==> config.mk <==
export PLATFORM = sky130hd
export DESIGN_NAME = sliding_window_reorder_receiver
export DESIGN_NICKNAME = d
export VERILOG_FILES = /design/src/rtl/swrr_pkg.sv /design/src/rtl/sliding_window_reorder_receiver.sv /design/src/rtl/swrr_cell.sv
export SDC_FILE = /design/constraint.sdc
export NUM_CORES = 1
export LEC_CHECK = 0
export BUFFER_PORTS_ARGS = -buffer_cell sky130_fd_sc_hd__buf_4
export CAP_MARGIN = 20
export CORE_AREA = 2 2 194 291
export CTS_CLUSTER_SIZE = 10
export DETAILED_ROUTE_END_ITERATION = 10
export DIE_AREA = 0 0 196 293
export PLACE_DENSITY = 0.82
export SETUP_SLACK_MARGIN = 0.1
export SLEW_MARGIN = 20
export SYNTH_ARGS = -nofsm -noshare
export SYNTH_HDL_FRONTEND = slang
export SYNTH_SLANG_ARGS = --single-unit
==> constraint.sdc <==
create_clock -name clk -period 5.4 [get_ports clk]
set_input_delay 0.54 -clock clk [delete_from_list [all_inputs] [get_ports clk]]
set_output_delay 0.54 -clock clk [all_outputs]
set_load 0.005 [all_outputs]
==> src/rtl/swrr_pkg.sv <==
// Shared types, constants and helpers of the sliding window reorder receiver
package swrr_pkg;

    localparam int WINDOW_DEPTH  = 16;
    localparam int PAYLOAD_BYTES = 1024;

    localparam int IDX_W = (WINDOW_DEPTH > 1) ? $clog2(WINDOW_DEPTH) : 1;
    localparam int WIN_W = 5;
    localparam int SEQ_W = 32;
    localparam int LEN_W = 11;
    localparam int HDL_W = 16;
    localparam int TOT_W = 32;

    // Packet kinds on req_type
    typedef enum logic [1:0] {
        PKT_START = 2'd0,
        PKT_END   = 2'd1,
        PKT_DATA  = 2'd2,
        PKT_RSVD  = 2'd3
    } pkt_kind_t;

    // Result kinds on result_kind
    localparam logic RES_ACK     = 1'b0;
    localparam logic RES_RELEASE = 1'b1;

    // Configuration register indexes
    localparam logic REG_WINDOW_SLOTS = 1'b0;
    localparam logic REG_ACK_MODE     = 1'b1;

    typedef enum logic {
        ST_IDLE,
        ST_RELEASE
    } swrr_state_t;

    // Contents of one window slot
    typedef struct packed {
        logic             filled;
        logic [LEN_W-1:0] length;
        logic [HDL_W-1:0] handle;
    } swrr_slot_t;

    // Control broadcast to every slot cell
    typedef struct packed {
        logic             load;
        logic             shift;
        logic [IDX_W-1:0] index;
        logic [LEN_W-1:0] length;
        logic [HDL_W-1:0] handle;
    } swrr_cell_ctrl_t;

    // Add a byte count to the running total, stick at all ones
    function automatic logic [TOT_W-1:0] sat_add(input logic [TOT_W-1:0] total,
                                                 input logic [LEN_W-1:0] len);
        logic [TOT_W:0] sum;
        sum = {1'b0, total} + (TOT_W+1)'(len);
        return sum[TOT_W] ? {TOT_W{1'b1}} : sum[TOT_W-1:0];
    endfunction

endpackage

==> src/rtl/sliding_window_reorder_receiver.sv <==
// An ack for start, end, old or parked data is on the result ports in the cycle
// after its item is taken; the first release of an in-order run passes the state
// and result registers, then one a cycle. Busy stays low for those acks.
// Data at the expected number: busy until its ack is formed, one release a cycle
// from the bottom slot cell as the cell row shifts down, then the ack.
// Reset (async, active low) empties all slots and clears counters at once.
module sliding_window_reorder_receiver (
    input  logic                         clk,
    input  logic                         rst_n,
    input  logic                         start,
    output logic                         busy,
    input  logic [1:0]                   req_type,
    input  logic [swrr_pkg::SEQ_W-1:0]   seq_num,
    input  logic [swrr_pkg::LEN_W-1:0]   payload_length,
    input  logic [swrr_pkg::HDL_W-1:0]   payload_handle,
    input  logic                         wr_en,
    input  logic                         wr_index,
    input  logic [swrr_pkg::WIN_W-1:0]   wr_data,
    output logic                         result_valid,
    output logic                         result_kind,
    output logic [swrr_pkg::SEQ_W-1:0]   ack_seq,
    output logic [swrr_pkg::HDL_W-1:0]   release_handle,
    output logic [swrr_pkg::LEN_W-1:0]   release_length,
    output logic [swrr_pkg::TOT_W-1:0]   bytes_delivered,
    output logic                         session_done,
    output logic                         last
);
    import swrr_pkg::*;

    // Configuration
    logic [WIN_W-1:0] window_slots_reg;
    logic             ack_mode_reg;

    // Control state
    swrr_state_t      state_reg, state_next;
    logic [SEQ_W-1:0] expected_reg, expected_next;
    logic [TOT_W-1:0] total_reg, total_next;
    logic [WIN_W-1:0] rel_cnt_reg, rel_cnt_next;
    logic [SEQ_W-1:0] seq_hold_reg, seq_hold_next;

    // Result register
    logic             res_valid_reg, res_valid_next;
    logic             res_kind_reg, res_kind_next;
    logic [SEQ_W-1:0] res_seq_reg, res_seq_next;
    logic [HDL_W-1:0] res_handle_reg, res_handle_next;
    logic [LEN_W-1:0] res_length_reg, res_length_next;
    logic [TOT_W-1:0] res_total_reg, res_total_next;
    logic             res_done_reg, res_done_next;
    logic             res_last_reg, res_last_next;

    swrr_cell_ctrl_t  ctrl;
    swrr_slot_t       slot_q [WINDOW_DEPTH];

    logic             accept;
    logic [WIN_W-1:0] win_eff;
    logic [LEN_W-1:0] len_sat;
    logic [SEQ_W-1:0] offset;
    logic             release_go;
    logic [SEQ_W-1:0] ack_value;

    assign busy   = (state_reg != ST_IDLE);
    assign accept = start && !busy;

    // Clamp the configured window to 1..WINDOW_DEPTH
    always_comb
    begin
        if (window_slots_reg == '0)
            win_eff = WIN_W'(1);
        else if (32'(window_slots_reg) > 32'(WINDOW_DEPTH))
            win_eff = WIN_W'(WINDOW_DEPTH);
        else
            win_eff = window_slots_reg;
    end

    assign len_sat = (32'(payload_length) > 32'(PAYLOAD_BYTES))
                   ? LEN_W'(PAYLOAD_BYTES) : payload_length;
    assign offset  = seq_num - expected_reg;

    // Keep releasing while the bottom cell is filled and inside the window
    assign release_go = slot_q[0].filled && (rel_cnt_reg < win_eff);

    // Ack number at the end of a release run
    assign ack_value = ack_mode_reg ? seq_hold_reg : expected_reg;

    // Slot cell row, the top cell takes an empty slot on a shift
    for (genvar i = 0; i < WINDOW_DEPTH; i++)
    begin : g_cell
        swrr_slot_t upper;
        if (i == WINDOW_DEPTH - 1)
        begin : g_top
            assign upper = '0;
        end
        else
        begin : g_mid
            assign upper = slot_q[i+1];
        end
        swrr_cell u_cell (
            .clk        (clk),
            .rst_n      (rst_n),
            .cell_index (IDX_W'(i)),
            .ctrl       (ctrl),
            .upper      (upper),
            .slot       (slot_q[i])
        );
    end

    // Next state
    always_comb
    begin
        state_next = state_reg;
        case (state_reg)
            ST_IDLE:
            begin
                if (accept && (req_type == PKT_DATA) && (seq_num == expected_reg)
                    && (len_sat != '0))
                    state_next = ST_RELEASE;
            end
            ST_RELEASE:
            begin
                if (!release_go)
                    state_next = ST_IDLE;
            end
            default: state_next = ST_IDLE;
        endcase
    end

    // Datapath and result control
    always_comb
    begin
        ctrl            = '0;
        expected_next   = expected_reg;
        total_next      = total_reg;
        rel_cnt_next    = rel_cnt_reg;
        seq_hold_next   = seq_hold_reg;
        res_valid_next  = 1'b0;
        res_kind_next   = RES_ACK;
        res_seq_next    = res_seq_reg;
        res_handle_next = '0;
        res_length_next = '0;
        res_total_next  = total_reg;
        res_done_next   = 1'b0;
        res_last_next   = 1'b1;
        ctrl.length     = len_sat;
        ctrl.handle     = payload_handle;
        ctrl.index      = offset[IDX_W-1:0];
        case (state_reg)
            ST_IDLE:
            begin
                if (accept)
                begin
                    case (req_type)
                        PKT_START, PKT_END:
                        begin
                            // Echo the packet number, flag an end at the expected number
                            res_valid_next = 1'b1;
                            res_seq_next   = seq_num;
                            res_done_next  = (req_type == PKT_END)
                                          && (seq_num == expected_reg);
                        end
                        PKT_DATA:
                        begin
                            if (seq_num > expected_reg)
                            begin
                                // Park inside the window, drop beyond it or when empty
                                if ((offset < SEQ_W'(win_eff)) && (len_sat != '0))
                                begin
                                    ctrl.load      = 1'b1;
                                    res_valid_next = 1'b1;
                                    res_seq_next   = ack_mode_reg ? seq_num : expected_reg;
                                end
                            end
                            else if (seq_num == expected_reg)
                            begin
                                // Fill the bottom cell and start the release run
                                if (len_sat != '0)
                                begin
                                    ctrl.load     = 1'b1;
                                    rel_cnt_next  = '0;
                                    seq_hold_next = seq_num;
                                end
                            end
                            else
                            begin
                                // Old data: acknowledge only
                                res_valid_next = 1'b1;
                                res_seq_next   = ack_mode_reg ? seq_num : expected_reg;
                            end
                        end
                        default: ;
                    endcase
                end
            end
            ST_RELEASE:
            begin
                res_valid_next = 1'b1;
                if (release_go)
                begin
                    // Release the bottom cell and shift the row down
                    ctrl.shift      = 1'b1;
                    total_next      = sat_add(total_reg, slot_q[0].length);
                    expected_next   = expected_reg + SEQ_W'(1);
                    rel_cnt_next    = rel_cnt_reg + WIN_W'(1);
                    res_kind_next   = RES_RELEASE;
                    res_seq_next    = expected_reg;
                    res_handle_next = slot_q[0].handle;
                    res_length_next = slot_q[0].length;
                    res_total_next  = total_next;
                    res_last_next   = 1'b0;
                end
                else
                begin
                    res_seq_next = ack_value;
                end
            end
            default: ;
        endcase
    end

    // Configuration writes
    always_ff @(posedge clk or negedge rst_n)
    begin
        if (!rst_n)
        begin
            window_slots_reg <= WIN_W'(16);
            ack_mode_reg     <= 1'b0;
        end
        else if (wr_en)
        begin
            case (wr_index)
                REG_WINDOW_SLOTS: window_slots_reg <= wr_data;
                REG_ACK_MODE:     ack_mode_reg     <= wr_data[0];
                default: ;
            endcase
        end
    end

    // Control registers
    always_ff @(posedge clk or negedge rst_n)
    begin
        if (!rst_n)
        begin
            state_reg     <= ST_IDLE;
            expected_reg  <= '0;
            total_reg     <= '0;
            rel_cnt_reg   <= '0;
            res_valid_reg <= 1'b0;
        end
        else
        begin
            state_reg     <= state_next;
            expected_reg  <= expected_next;
            total_reg     <= total_next;
            rel_cnt_reg   <= rel_cnt_next;
            res_valid_reg <= res_valid_next;
        end
    end

    // Result payload and held packet number
    always_ff @(posedge clk)
    begin
        seq_hold_reg   <= seq_hold_next;
        res_kind_reg   <= res_kind_next;
        res_seq_reg    <= res_seq_next;
        res_handle_reg <= res_handle_next;
        res_length_reg <= res_length_next;
        res_total_reg  <= res_total_next;
        res_done_reg   <= res_done_next;
        res_last_reg   <= res_last_next;
    end

    assign result_valid    = res_valid_reg;
    assign result_kind     = res_kind_reg;
    assign ack_seq         = res_seq_reg;
    assign release_handle  = res_handle_reg;
    assign release_length  = res_length_reg;
    assign bytes_delivered = res_total_reg;
    assign session_done    = res_done_reg;
    assign last            = res_last_reg;

endmodule

==> src/rtl/swrr_cell.sv <==
// One window slot: loads a parked packet or takes its upper neighbor on a shift
module swrr_cell (
    input  logic                            clk,
    input  logic                            rst_n,
    input  logic [swrr_pkg::IDX_W-1:0]      cell_index,
    input  swrr_pkg::swrr_cell_ctrl_t       ctrl,
    input  swrr_pkg::swrr_slot_t            upper,
    output swrr_pkg::swrr_slot_t            slot
);
    import swrr_pkg::*;

    logic             filled_reg;
    logic [LEN_W-1:0] length_reg;
    logic [HDL_W-1:0] handle_reg;
    logic             hit;

    assign hit = ctrl.load && (ctrl.index == cell_index);

    // Load on a matching park, otherwise advance from the neighbor on a shift
    always_ff @(posedge clk or negedge rst_n)
    begin
        if (!rst_n)
        begin
            filled_reg <= 1'b0;
            length_reg <= '0;
        end
        else if (hit)
        begin
            filled_reg <= 1'b1;
            length_reg <= ctrl.length;
        end
        else if (ctrl.shift)
        begin
            filled_reg <= upper.filled;
            length_reg <= upper.length;
        end
    end

    // Handle is only read from a filled slot, so it needs no reset
    always_ff @(posedge clk)
    begin
        if (hit)
        begin
            handle_reg <= ctrl.handle;
        end
        else if (ctrl.shift)
        begin
            handle_reg <= upper.handle;
        end
    end

    assign slot = '{filled: filled_reg, length: length_reg, handle: handle_reg};

endmodule

# After elaboration in Yosys (flattened, before gate mapping)
# Index checks and enable logic that the tools add are counted.
# classes
n_eq_ne	27
magnitude_cmp	5
n_bitwise	5
reduce_logical	52
addsub	4
muxes	135
# ops
cell	count
16-bit two-way mux	32
11-bit two-way mux	33
32-bit two-way mux	10
32-bit one-hot mux with 2 select lines	2
1-bit two-way mux	46
5-bit two-way mux	8
32-bit by 11-bit adder with 33-bit output	1
32-bit by 1-bit adder with 32-bit output (second input constant)	1
32-bit == test	1
4-bit == test (second input constant)	8
32-bit greater-than comparator	1
32-bit by 5-bit < comparator with 1-bit output	1
2-bit nonzero test	16
32-bit subtractor	1
1-bit logical AND	23
4-bit by 3-bit == test with 1-bit output (second input constant)	4
6-bit AND reduction	2
11-bit greater-than comparator (second input constant)	1
11-bit nonzero test	1
2-bit inequality test (second input constant)	5
5-bit one-hot mux with 2 select lines	1
4-bit by 2-bit == test with 1-bit output (second input constant)	2
4-bit inequality test (second input constant)	2
1-bit one-hot mux with 2 select lines	3
other kinds (17)	23
# word_totals
inputBits	71
ff_bits	651
elab_cells	291
out_inout_bits	96

# Logic depth before layout (Yosys ltp)
# Gate-level depths: netlist of the first run.
# depth
depth_word	12
mapped_depth	22

# Cells and area by module
# Synthesis of the first run repeated with hierarchy kept, for this count alone.
# unflattened
hier_cells	2368
area_unflattened_um2	31571.5
# by_module_without_submodules
mod	cells_per_inst	area_per_inst_um2	instances
swrr_cell	83	1330.0	16
sliding_window_reorder_receiver	1040	10291.1	1

# Worst setup path before layout of the first run
# OpenSTA, ideal clock, no wires.
# synth_path
path_kind	in2reg
from	input port seq_num[27] (netlist name)
to	register g_cell[10].u_cell.handle_reg[0], enable pin
slack_ps	422
required_ps	5028
t_arrival_ps	4606
cell_stages	13
cell_sequence	ha_1 -> clkbuf_1 -> nand4_1 -> nor4_1 -> nand3_1 -> nor2_1 -> inv_1 -> o31ai_4 -> buf_4 -> nand4_1 -> buf_2 -> buf_6 -> nand2_1
# synth_between
elab_chain_len	10
elab_cells_between_ends	13
# synth_rtl
element	line_no	text
start, declared	sliding_window_reorder_receiver.sv:13	input logic [swrr_pkg::SEQ_W-1:0] seq_num,
32-bit subtractor	sliding_window_reorder_receiver.sv:77	assign offset = seq_num - expected_reg;
32-bit by 5-bit < comparator with 1-bit output	sliding_window_reorder_receiver.sv:165	if ((offset < SEQ_W'(win_eff)) && (len_sat != '0))
1-bit logical AND	sliding_window_reorder_receiver.sv:165	
1-bit two-way mux	sliding_window_reorder_receiver.sv:165	
1-bit two-way mux (*)	sliding_window_reorder_receiver.sv:162	if (seq_num > expected_reg)
1-bit two-way mux (*)	sliding_window_reorder_receiver.sv:151	case (req_type)
1-bit two-way mux (*)	sliding_window_reorder_receiver.sv:149	if (accept)
1-bit two-way mux (*)	sliding_window_reorder_receiver.sv:146	case (state_reg)
1-bit logical AND (*)	swrr_cell.sv:17	assign hit = ctrl.load && (ctrl.index == cell_index);
2-bit nonzero test (no line) (*)	--	
end signal, assigned	swrr_cell.sv:44	handle_reg <= ctrl.handle;
end signal, assigned	swrr_cell.sv:48	handle_reg <= upper.handle;
end, declared	swrr_cell.sv:14	logic [HDL_W-1:0] handle_reg;
# Mark *: on every way between the ends. The rest lies on a longest branch, timed or not.
# A chain may end at the register's enable or synchronous reset.

# Final worst setup path of the first run
# layout_path
from	register expected_reg[2]
to	register g_cell[14].u_cell.handle_reg[10], data pin
# layout_between
elab_chain_len	10
elab_cells_between_ends	14
# layout_rtl
element	line_no	text
start, declared	sliding_window_reorder_receiver.sv:36	logic [SEQ_W-1:0] expected_reg, expected_next;
start signal, assigned	sliding_window_reorder_receiver.sv:251	expected_reg <= expected_next;
32-bit subtractor	sliding_window_reorder_receiver.sv:77	
32-bit by 5-bit < comparator with 1-bit output	sliding_window_reorder_receiver.sv:165	
1-bit logical AND	sliding_window_reorder_receiver.sv:165	
1-bit two-way mux	sliding_window_reorder_receiver.sv:165	
1-bit two-way mux	sliding_window_reorder_receiver.sv:162	
1-bit two-way mux	sliding_window_reorder_receiver.sv:151	
1-bit two-way mux	sliding_window_reorder_receiver.sv:149	
1-bit two-way mux	sliding_window_reorder_receiver.sv:146	
1-bit logical AND (*)	swrr_cell.sv:17	
16-bit two-way mux (*)	swrr_cell.sv:42	if (hit)
end signal, assigned	swrr_cell.sv:44	
end signal, assigned	swrr_cell.sv:48	
end, declared	swrr_cell.sv:14	
# Marks and branches as above.

==> results by group, run 1 <==
Yosys
  • Mapped Cells: 2,249
  • Top cells by count, synth: 339 x mux2i_1, 320 x edfxtp_1, 268 x dfrtp_1
  • Ys flop type: edfxtp_1
  • Syn_nets: roughly 2,400
  • Cell taking the most area after synthesis: edfxtp_1
  • Yosys top cell area share: 32.15%
  • Synth Cell Area: 29,890 um^2
  • Sequential fraction of the synthesis area: about three fifths
  • Netlist cell types: 71
  • Most common cell in the netlist: mux2i_1
  • Avg Cell Area, Syn: 13.29 um^2
  • Flops & latches, synth: 651
  • EDFF count, synth: 320
  • Async set-or-reset flop fraction in the synthesized netlist: 41.32%
  • Synth top area cells: edfxtp_1 32%, dfrtp_1 22%, mux2i_1 11%
  • Synth warn: 0

Detailed routing
  • WL met1: 24,810 um
  • Routed wl met3: 3168 um
  • Final ANT Viol Nets: 0
  • Top routing layer in use: met4
  • Vias per cell: 5.905
  • Met2 wire len: 37,270 um
  • WL/cell: 21.84 um
  • TritonRoute pass-1 iters: 8
  • Aggregate routed wire length: between 60,000 and 70,000 um
  • Vias: 18,690
  • DRC Markers: 0
  • Initial DRC count: 1,244

Final layout
  • Final core occ: 63.04%
  • Layout cells sized above 1: 20.36%
  • Fillers: around 4,000
  • Fin area: 34,450 um^2
  • Area Overhead vs Synth: 15.27%
  • NumNets Final: about 2,600
  • Diode count: 0
  • Footprint of the multi-input gates: 11,350 um^2
  • Max reg flops: 256
  • FF+latch area: between 15,000 and 20,000 um^2
  • Non-Filler Instances: 3,166

Timing
  • Hold Violations, Final: 0
  • Fin Clk Skew: 0.02896 ns
  • Slew @ Worst Pin: 1.115 ns
  • Max-slew headroom: 25.49%
  • RSZ-0062 raised after global routing: no
  • Highest Clock Rate: 202.4 MHz
  • Final setup vio count: 0
  • Final Critical Period: around 4.9 ns
  • Setup TNS: 0 ns
  • Slew Viols, Final: 0
  • Final period util: 91.50%
  • Hold slack final: between 0.1 and 0.15 ns

Place
  • Post-DP Area: 32,260 um^2
  • Port-buffer cells: approximately 170
  • DP Wirelength: 49,760 um
  • Gpl congestion: 1.049
  • Placed Cells: 3,046

Worst setup path
  • Setup CP Type: flip-flop to flip-flop
  • Critical Path Sink Type: flip-flop
  • Crit-path max FO: 18
  • Reg2reg start: expected_reg[2]
  • Arrival time at the worst endpoint: 5.30 ns
  • Worst Setup Start Kind: flip-flop
  • Req. time, crit path: about 5.8 ns
  • CP startpoint: expected_reg[2]

Min path
  • Min-Delay Path Class: input pin to flip-flop
  • Hold Path Origin: req_type[1]

Floorplanning
  • Die width: between 150 and 200 um
  • Die height: 293 um
  • Core Region: 54,650 um^2
  • Starting Density: 54.68%
  • Io pins: 167
  • Site row count: 105
  • Die area: approximately 57,000 um^2

Global route
  • Total Routing Usage GR: roughly 25%
  • Pin count of the biggest net entering global routing: 108
  • Total global routing overflow: 0
  • Initial antenna violation count: 0
  • Vias in the first global route: ~20,000
  • First-pass GRT wire length: 109,600 um

Clock tree
  • CTS Sinks: roughly 650
  • Max H-tree Level: 3
  • Clk slew on worst S/H paths: about 0.06 ns
  • CTS tree: built
  • CTS Buf Count: between 70 and 80
  • Root buf cell: clkbuf_16
  • Clk Latency, worst-skew pair: 0.62 ns
  • Max clock buf depth: 3

Run status
  • Status: complete, no violations

Power
  • PD cells: 310.8 nW/um^2
  • Static Leakage: ~14 nW
  • VDD IR max: approximately 0.25 mV

Flow run
  • Max Cap Viol: 0
## logic make-up after synthesis
logic type / synth area share, %
AND/OR/NAND/NOR: 6.740
flip-flops: 58.83
XOR/XNOR: 1.964
adder cells (fa/ha/maj): 2.353
AO/OA/AOI/OAI: 5.924
multiplexers: 20.89
buffers and inverters: 3.299
## critical path: stages, from the launching register on
cell and delay, ns:
dfrtp_1 0.42, inv_1 0.12, ha_1 0.53, o21ai_1 0.12, a21oi_2 0.23, or2_2 0.31, clkinvlp_4 0.27, ha_1 0.26
a21oi_1 0.15, o21ai_0 0.10, a21oi_1 0.13, and4_1 0.20, nand4_1 0.10, nor4_1 0.19, nand3_1 0.20, o31ai_4 0.32
buf_12 0.16, buf_4 0.13, nand4_1 0.11, buf_4 0.27, mux2_1 0.35
## cell type report
class | count | share of cell area, %
Clock buffer | 110 | 5.891
Sequential cell | 651 | 51.04
Timing Repair Buffer | 251 | 6.516
Multi-Input combinational cell | 1386 | 32.96
Inverter | 65 | 0.7191
Tap cell | 695 | 2.524
Clock inverter | 8 | 0.3523
## final timing paths
check                                                        end  cells after the start  slack (ns)
worst max-delay path            g_cell[14].u_cell.handle_reg[10]                     20        0.46
worst min-delay path                                session_done                      2        0.11
worst max register to register  g_cell[14].u_cell.handle_reg[10]                     20        0.46
worst min register to register                release_handle[12]                      1        0.46
max in group asynchronous            g_cell[8].u_cell.filled_reg                      3        3.51
min in group asynchronous                       expected_reg[10]                      2        0.52
## power by group
part | internal [mW] | switching [mW] | total, mW
clock | 2.61 | 1.94 | 4.55
combinational | 0.314 | 0.508 | 0.823
sequential | 5.28 | 0.0591 | 5.34
total | 8.20 | 2.50 | 10.7
## placed cells by master, fill, tap and decap left out, drive strengths merged, types with 62 or more instances in the layout
| cell | count |
|---|---|
| mux2i | 339 |
| mux2 | 253 |
| edfxtp | 320 |
| nor2 | 65 |
| dfrtp | 268 |
| dfxtp | 62 |
| clkbuf | 110 |
| nand2 | 134 |
| buf | 250 |
| inv | 68 |
## layer usage
layer | track usage, % | up-vias
met5 | 0 | -
met4 | 14.01 | 0
met3 | 3.662 | 175
met2 | 45.79 | 574
met1 | 26.26 | 9308
li1 | - | 8637
## what timing repair did
item                                    CTS  global route
gates resized for setup                   0             2
endpoints found under the setup margin    0           492
hold buffers                              1             0
endpoints found under the hold margin    15             0
buffers inserted                          0             1
## metrics by stage
stage	setup slack, ns	power, mW
2_1_floorplan	0.4224	5.882
6_report	0.4592	10.71
5_1_grt	0.1227	11.08
4_1_cts	0.3599	10.79
3_5_place_dp	0.07294	6.236
3_3_place_gp	0.1936	6.206
(Power assumes the default switching activity.)
==> run 2: changes to the inputs <==
--- a/config.mk
+++ b/config.mk
@@ -11,7 +11,7 @@
 export CTS_CLUSTER_SIZE = 10
 export DETAILED_ROUTE_END_ITERATION = 10
 export DIE_AREA = 0 0 196 293
-export PLACE_DENSITY = 0.82
+export PLACE_DENSITY_LB_ADDON = 0.12
 export SETUP_SLACK_MARGIN = 0.1
 export SLEW_MARGIN = 20
 export SYNTH_ARGS = -nofsm -noshare
==> run 2 against run 1 <==
Against the previous run:
- the run now ends with negative hold slack left
- first-iteration DRC count decreased by 24%
- sequential share of layout area grew 0.19 points
- register-to-register slack better by 0.06 ns
- via count fell by 0.86%
- die area stayed put
- highest routed layer unchanged
==> results by group, run 2 (synthesized netlist as in run 1, its figures left out) <==
Global route
  • Total global routing overflow: 0
  • Vias in the first global route: 19,370
  • Pin count of the biggest net entering global routing: around 140
  • Initial antenna violation count: 0
  • Total Routing Usage GR: 24.11%
  • First-pass GRT wire length: 107,700 um

Power
  • Combinational share of power: 7.6%
  • P_sw: 2.461 mW
  • Pwr Total: approximately 11 mW
  • Reg power frac: 49.7%
  • Static Leakage: 14.02 nW
  • Power Internal: 8.259 mW
  • Clock power frac: 42.7%
  • Sw Share: 22.95%
  • VDD IR max: ~0.25 mV
  • PD cells: between 300 and 400 nW/um^2

Final layout
  • Fin area: 34,320 um^2
  • Area Overhead vs Synth: 14.85%
  • Commonest non-fill, non-tap cell in the layout: mux2i_1
  • Layout cells sized above 1: 20.02%
  • Non-Filler Instances: approximately 3,200
  • Diode count: 0
  • Max reg flops: between 200 and 300
  • Most frequent cells in the layout: 339 x mux2i_1, 320 x edfxtp_1, 268 x dfrtp_1
  • NumNets Final: 2,546

Detailed routing
  • Initial DRC count: 945
  • Aggregate routed wire length: 68,240 um
  • Final ANT Viol Nets: 0
  • Vias: 18,530
  • DRC Markers: 0
  • WL/cell: approximately 22 um
  • Vias per cell: 5.870
  • TritonRoute pass-1 iters: 5

Clock tree
  • CTS tree: built
  • CTS Sinks: 651
  • Max H-tree Level: 3
  • CTS hold repair buffers: 0
  • Root buf cell: clkbuf_16
  • CTS Buf Count: between 70 and 80
  • Clk Latency, worst-skew pair: about 0.61 ns
  • Max clock buf depth: 3
  • Clk slew on worst S/H paths: around 0.05 ns

Place
  • Gpl congestion: ~0.97
  • Post-DP Area: around 32,000 um^2
  • Place WS: -0.03741 ns
  • Placed Cells: ~3,000
  • Port-buffer cells: 166
  • DP Wirelength: 49,320 um

Worst setup path
  • R2r setup slk: between 0.5 and 0.6 ns
  • Crit-path max FO: 18
  • Setup CP Type: flip-flop to flip-flop
  • Worst Setup Start Kind: flip-flop
  • Worst Reg-to-Reg Cells: 20
  • Arrival time at the worst endpoint: 5.19 ns
  • Critical Path Sink Type: flip-flop
  • Req. time, crit path: 5.71 ns

Floorplanning
  • Die height: slightly below 300 um
  • Starting Density: approximately 55%
  • Io pins: roughly 170
  • Die width: 196 um
  • Site row count: 105
  • Die area: approximately 57,000 um^2
  • Core Region: 54,650 um^2

Timing
  • Final setup vio count: 0
  • Max-slew headroom: 31.33%
  • Final period util: 90.39%
  • Slew Viols, Final: 0
  • Setup TNS: 0 ns
  • Highest Clock Rate: 204.9 MHz
  • RSZ-0062 raised after global routing: no
  • Fin Clk Skew: 0.01982 ns
  • Final worst slack: just over 0.5 ns
  • Final Critical Period: 4.881 ns
  • Hold slack final: -0.01066 ns
  • Slew @ Worst Pin: around 1 ns
  • Hold Violations, Final: 2

Min path
  • Min-Delay Path Class: input pin to asynchronous set/reset pin

Run status
  • Violated checks: negative hold slack
  • Status: complete, but fails checks

Flow run
  • Max Cap Viol: 0
run 2: changes by cell type in the layout (fill, tap and decap cells not counted), moves of 2 or more:
cell | before | now
clkinv_8 | 0 | 2
buf_4 | 221 | 217
inv_16 | 3 | 1
buf_12 | 28 | 23
run 2: final cells by class:
class / instances / area, um^2
Clock buffer: 112 / 2058
Inverter: 65 / 247.7
Fill cell: 4205 / 20330
Multi-Input combinational cell: 1386 / 11360
Timing Repair Buffer: 241 / 2105
Clock inverter: 7 / 100.1
Sequential cell: 651 / 17580
Tap cell: 695 / 869.6
run 2: power by group through the flow:
stage | sequential, mW | combinational (mW) | clock [mW]
after CTS | 5.33 | 0.812 | 4.68
after global routing | 5.34 | 0.892 | 4.87
after global placement | 5.42 | 0.792 | 0
after detailed placement | 5.43 | 0.808 | 0
after floorplan | 5.42 | 0.464 | 0
final | 5.33 | 0.812 | 4.57
run 2: final timing paths:
check | endpoint | start
max | g_cell[2].u_cell.handle_reg[12] | expected_reg[2]
max in group asynchronous | g_cell[14].u_cell.length_reg[3] | rst_n
min | expected_reg[8] | rst_n
max reg2reg | g_cell[2].u_cell.handle_reg[12] | expected_reg[2]
min reg2reg | release_handle[12] | g_cell[0].u_cell.handle_reg[12]
min in group clk | seq_hold_reg[16] | seq_num[16]
run 2: per-stage QoR:
step / hold slack, ns / utilization, %
finish: -0.01066 / 62.80
global route: 0.06611 / 62.80
CTS: 0.04287 / 62.77
detailed placement: 0.4600 / 58.82
global placement: 0.4531 / 58.82
floorplan: 0.2444 / -
run 2: routing by layer:
layer	up-vias	share of wire, %	track usage, %	wire length, um
met1	9289	37	26.19	25100
met4	0	5.0	12.55	3420
met2	449	54	45.60	37020
li1	8633	-	-	-
met5	-	0	0	0
met3	162	3.9	3.019	2694
run 2: repair_timing:
| item | CTS | global route |
|---|---|---|
| endpoints found under the setup margin | 0 | 526 |
| gates resized for setup | 0 | 2 |
| setup buffers | 0 | 1 |
run 2: worst max-delay path: stages, from the launching register on:
cell and delay [ns]:
dfrtp_1 0.43, inv_1 0.12, ha_1 0.54, o21ai_1 0.12, a21oi_2 0.24, or2_2 0.33
clkinvlp_4 0.19, ha_1 0.22, a21oi_1 0.12, o21ai_0 0.10, a21oi_1 0.13, and4_1 0.19
nand4_1 0.16, nor4_1 0.26, nand3_1 0.19, o31ai_4 0.27, buf_12 0.17, and4_1 0.27
buf_12 0.17, nand2b_1 0.16, buf_12 0.17
==> run 3: changes to the inputs <==
--- a/config.mk
+++ b/config.mk
@@ -11,6 +11,7 @@
 export CTS_CLUSTER_SIZE = 10
 export DETAILED_ROUTE_END_ITERATION = 10
 export DIE_AREA = 0 0 196 293
+export GPL_TIMING_DRIVEN = 0
 export PLACE_DENSITY_LB_ADDON = 0.12
 export SETUP_SLACK_MARGIN = 0.1
 export SLEW_MARGIN = 20
==> constraint.sdc (replaced) <==
create_clock -name clk -period 4.7 [get_ports clk]
set_input_delay 0.47 -clock clk [delete_from_list [all_inputs] [get_ports clk]]
set_output_delay 0.47 -clock clk [all_outputs]
set_load 0.005 [all_outputs]
==> run 3 against run 2 <==
Against the previous run:
- largest power group unchanged
- core utilization up 3.6 points
- the run now ends clean
- critical path type unchanged
- clock power up 15%
- non-clock buffer count increased by 135
==> results by group, run 3 (synthesized netlist as in run 1, its figures left out) <==
Power
  • Reg power frac: 49.5%
  • PD cells: 341.0 nW/um^2
  • Power Internal: 9.494 mW
  • Combinational share of power: 8.2%
  • Sw Share: between 20% and 30%
  • Static Leakage: 15.01 nW
  • Pwr Total: 12.38 mW
  • VDD IR max: 0.3567 mV
  • Clock power frac: 42.4%
  • P_sw: 2.886 mW

Global route
  • Total Routing Usage GR: 26.56%
  • Pin count of the biggest net entering global routing: 93
  • Vias in the first global route: approximately 20,000
  • First-pass GRT wire length: 115,500 um
  • Total global routing overflow: 0
  • Initial antenna violation count: 2

Detailed routing
  • Aggregate routed wire length: 78,000 um
  • Vias per cell: 5.843
  • TritonRoute pass-1 iters: 5
  • DRC Markers: 0
  • Initial DRC count: around 1,000
  • Vias: 19,330
  • Final ANT Viol Nets: 0
  • WL/cell: 23.57 um

Worst setup path
  • Family with the most delay on the worst path: simple AND/OR/NAND/NOR gates
  • CP cell instances: ha_4 > inv_2 > fa_2 > a21o_1 > a21oi_2 > xnor2_2 > ha_1 > a21oi_2 > o21ai_2 > a21oi_2 > and4_1 > nand4_1 > nor4_2 > nand3_2 > o31ai_4 > buf_6 > buf_6 > nand4_1 > buf_6 > buf_12 > mux2_4
  • Crit-path max FO: 7
  • Slowest CP cell: dfrtp_2
  • Setup CP Type: flip-flop to flip-flop
  • Max incr delay on CP: 0.40 ns
  • Arrival time at the worst endpoint: 5.02 ns
  • Buf/Inv on CP: 5
  • Critical Path Sink Type: flip-flop
  • Worst Setup Start Kind: flip-flop
  • Req. time, crit path: 5.05 ns

Clock tree
  • Max H-tree Level: 3
  • CTS Sinks: 651
  • Max clock buf depth: 3
  • Clk slew on worst S/H paths: about 0.060 ns
  • Clk Latency, worst-skew pair: around 0.61 ns
  • Root buf cell: clkbuf_16
  • CTS Buf Count: 75
  • CTS tree: built

Timing
  • Slew @ Worst Pin: approximately 0.96 ns
  • Final Critical Period: 4.672 ns
  • RSZ-0062 raised after global routing: yes
  • Final period util: 99.40%
  • Fin Clk Skew: between 0.02 and 0.025 ns
  • Hold Violations, Final: 0
  • Highest Clock Rate: 214.1 MHz
  • Hold slack final: 0.04916 ns
  • Slew Viols, Final: 0
  • Max-slew headroom: between 30% and 40%
  • Final setup vio count: 0

Place
  • DP Wirelength: approximately 55,000 um
  • Placed Cells: 3,113
  • Gpl congestion: 0.9294
  • Port-buffer cells: 165

Floorplanning
  • Die area: 57,430 um^2
  • Die width: between 150 and 200 um
  • Io pins: 167
  • Site row count: 105
  • Die height: 293 um
  • Starting Density: a little over half
  • Core Region: 54,650 um^2

Final layout
  • Max reg flops: 256
  • Commonest non-fill, non-tap cell in the layout: mux2i_1
  • Layout cells sized above 1: approximately 25%
  • Non-Filler Instances: 3,309
  • Area Overhead vs Synth: 21.49%
  • Footprint of the multi-input gates: 12,250 um^2
  • FF+latch area: 17,580 um^2
  • Most frequent cells in the layout: 337 x mux2i_1, 320 x edfxtp_1, 267 x dfrtp_1
  • Final core occ: 66.44%
  • Fillers: 3,967
  • NumNets Final: 2,697

Min path
  • Min-Delay Path Class: input pin to flip-flop

Flow run
  • Max Cap Viol: 0

Run status
  • Status: complete, no violations
[run 3: cell count changes in the layout (fill, tap and decap cells not counted), sizes merged]
cell / before / now
clkbuf: 112 / 195
buf: 241 / 291
nand2b: 22 / 30
nand2: 134 / 140
diode: 0 / 2
bufbuf: 0 / 1
clkinv: 5 / 6
clkinvlp: 1 / 0
dlygate4sd3: 0 / 1
inv: 65 / 64
nor2: 65 / 66
or2: 4 / 5
[run 3: layout make-up]
class / count / share of cell area (%)
diodes: 2 / 0.01378
plain buffers: 146 / 2.953
clock buffers: 112 / 5.610
clock inverters: 6 / 0.2895
inverters: 65 / 0.6858
multi-input cells: 1402 / 33.73
flip-flops and latches: 651 / 48.43
well taps: 695 / 2.395
repair buffers: 230 / 5.893
[run 3: worst paths after layout]
kind                            cells past startpoint  slack, ns                             from                         endpoint
worst min-delay path                                2       0.05                      req_type[1]                     session_done
worst max register to register                     21       0.03                  expected_reg[0]  g_cell[10].u_cell.handle_reg[4]
max in group asynchronous                           5       2.82                            rst_n  g_cell[10].u_cell.length_reg[7]
min in group asynchronous                           2       0.35                            rst_n                  expected_reg[9]
worst max-delay path                               21       0.03                  expected_reg[0]  g_cell[10].u_cell.handle_reg[4]
worst min register to register                      1       0.46  g_cell[0].u_cell.handle_reg[11]               release_handle[11]
[run 3: power by group through the flow]
stage	logic (mW)	clock network [mW]	registers, mW
floorplan	0.533	0	6.22
global placement	0.902	0	6.23
detailed placement	0.934	0	6.24
CTS	0.975	5.37	6.12
global route	1.10	5.58	6.13
finish	1.01	5.25	6.12
[run 3: metal layers]
layer,track usage (%),up-vias,routed length (um)
li1,-,8940,-
met1,26.73,9639,27080
met2,50.84,519,42810
met3,3.960,235,2889
met4,16.54,0,5219
met5,0,-,0
[run 3: what timing repair did]
item | CTS | global route
resized for setup | 139 | 185
buffers inserted | 24 | 22
hold endpoints to repair | 47 | 0
pin swaps | 9 | 17
hold buffers | 1 | 0
endpoints found under the setup margin | 790 | 780
cloned | 21 | 10
[run 3: worst register-to-register path, cell delays in order, from the launching register on]
cell	delay, ns
dfrtp_2	0.40
ha_4	0.17
inv_2	0.04
fa_2	0.38
a21o_1	0.19
a21oi_2	0.18
xnor2_2	0.18
ha_1	0.30
a21oi_2	0.14
o21ai_2	0.08
a21oi_2	0.17
and4_1	0.19
nand4_1	0.19
nor4_2	0.23
nand3_2	0.16
o31ai_4	0.20
buf_6	0.17
buf_6	0.13
nand4_1	0.24
buf_6	0.24
buf_12	0.14
mux2_4	0.29
[run 3: through the flow]
stage / TNS (ns) / cell area [um^2] / setup WS [ns]
floorplan: 0 / 29890 / 0.3108
global placement: -756.88 / 32000 / -1.521
detailed placement: -675.73 / 32120 / -1.416
CTS: -13.88 / 35310 / -0.1280
global route: -1.134 / 36310 / -0.09295
finish: 0 / 36310 / 0.02841
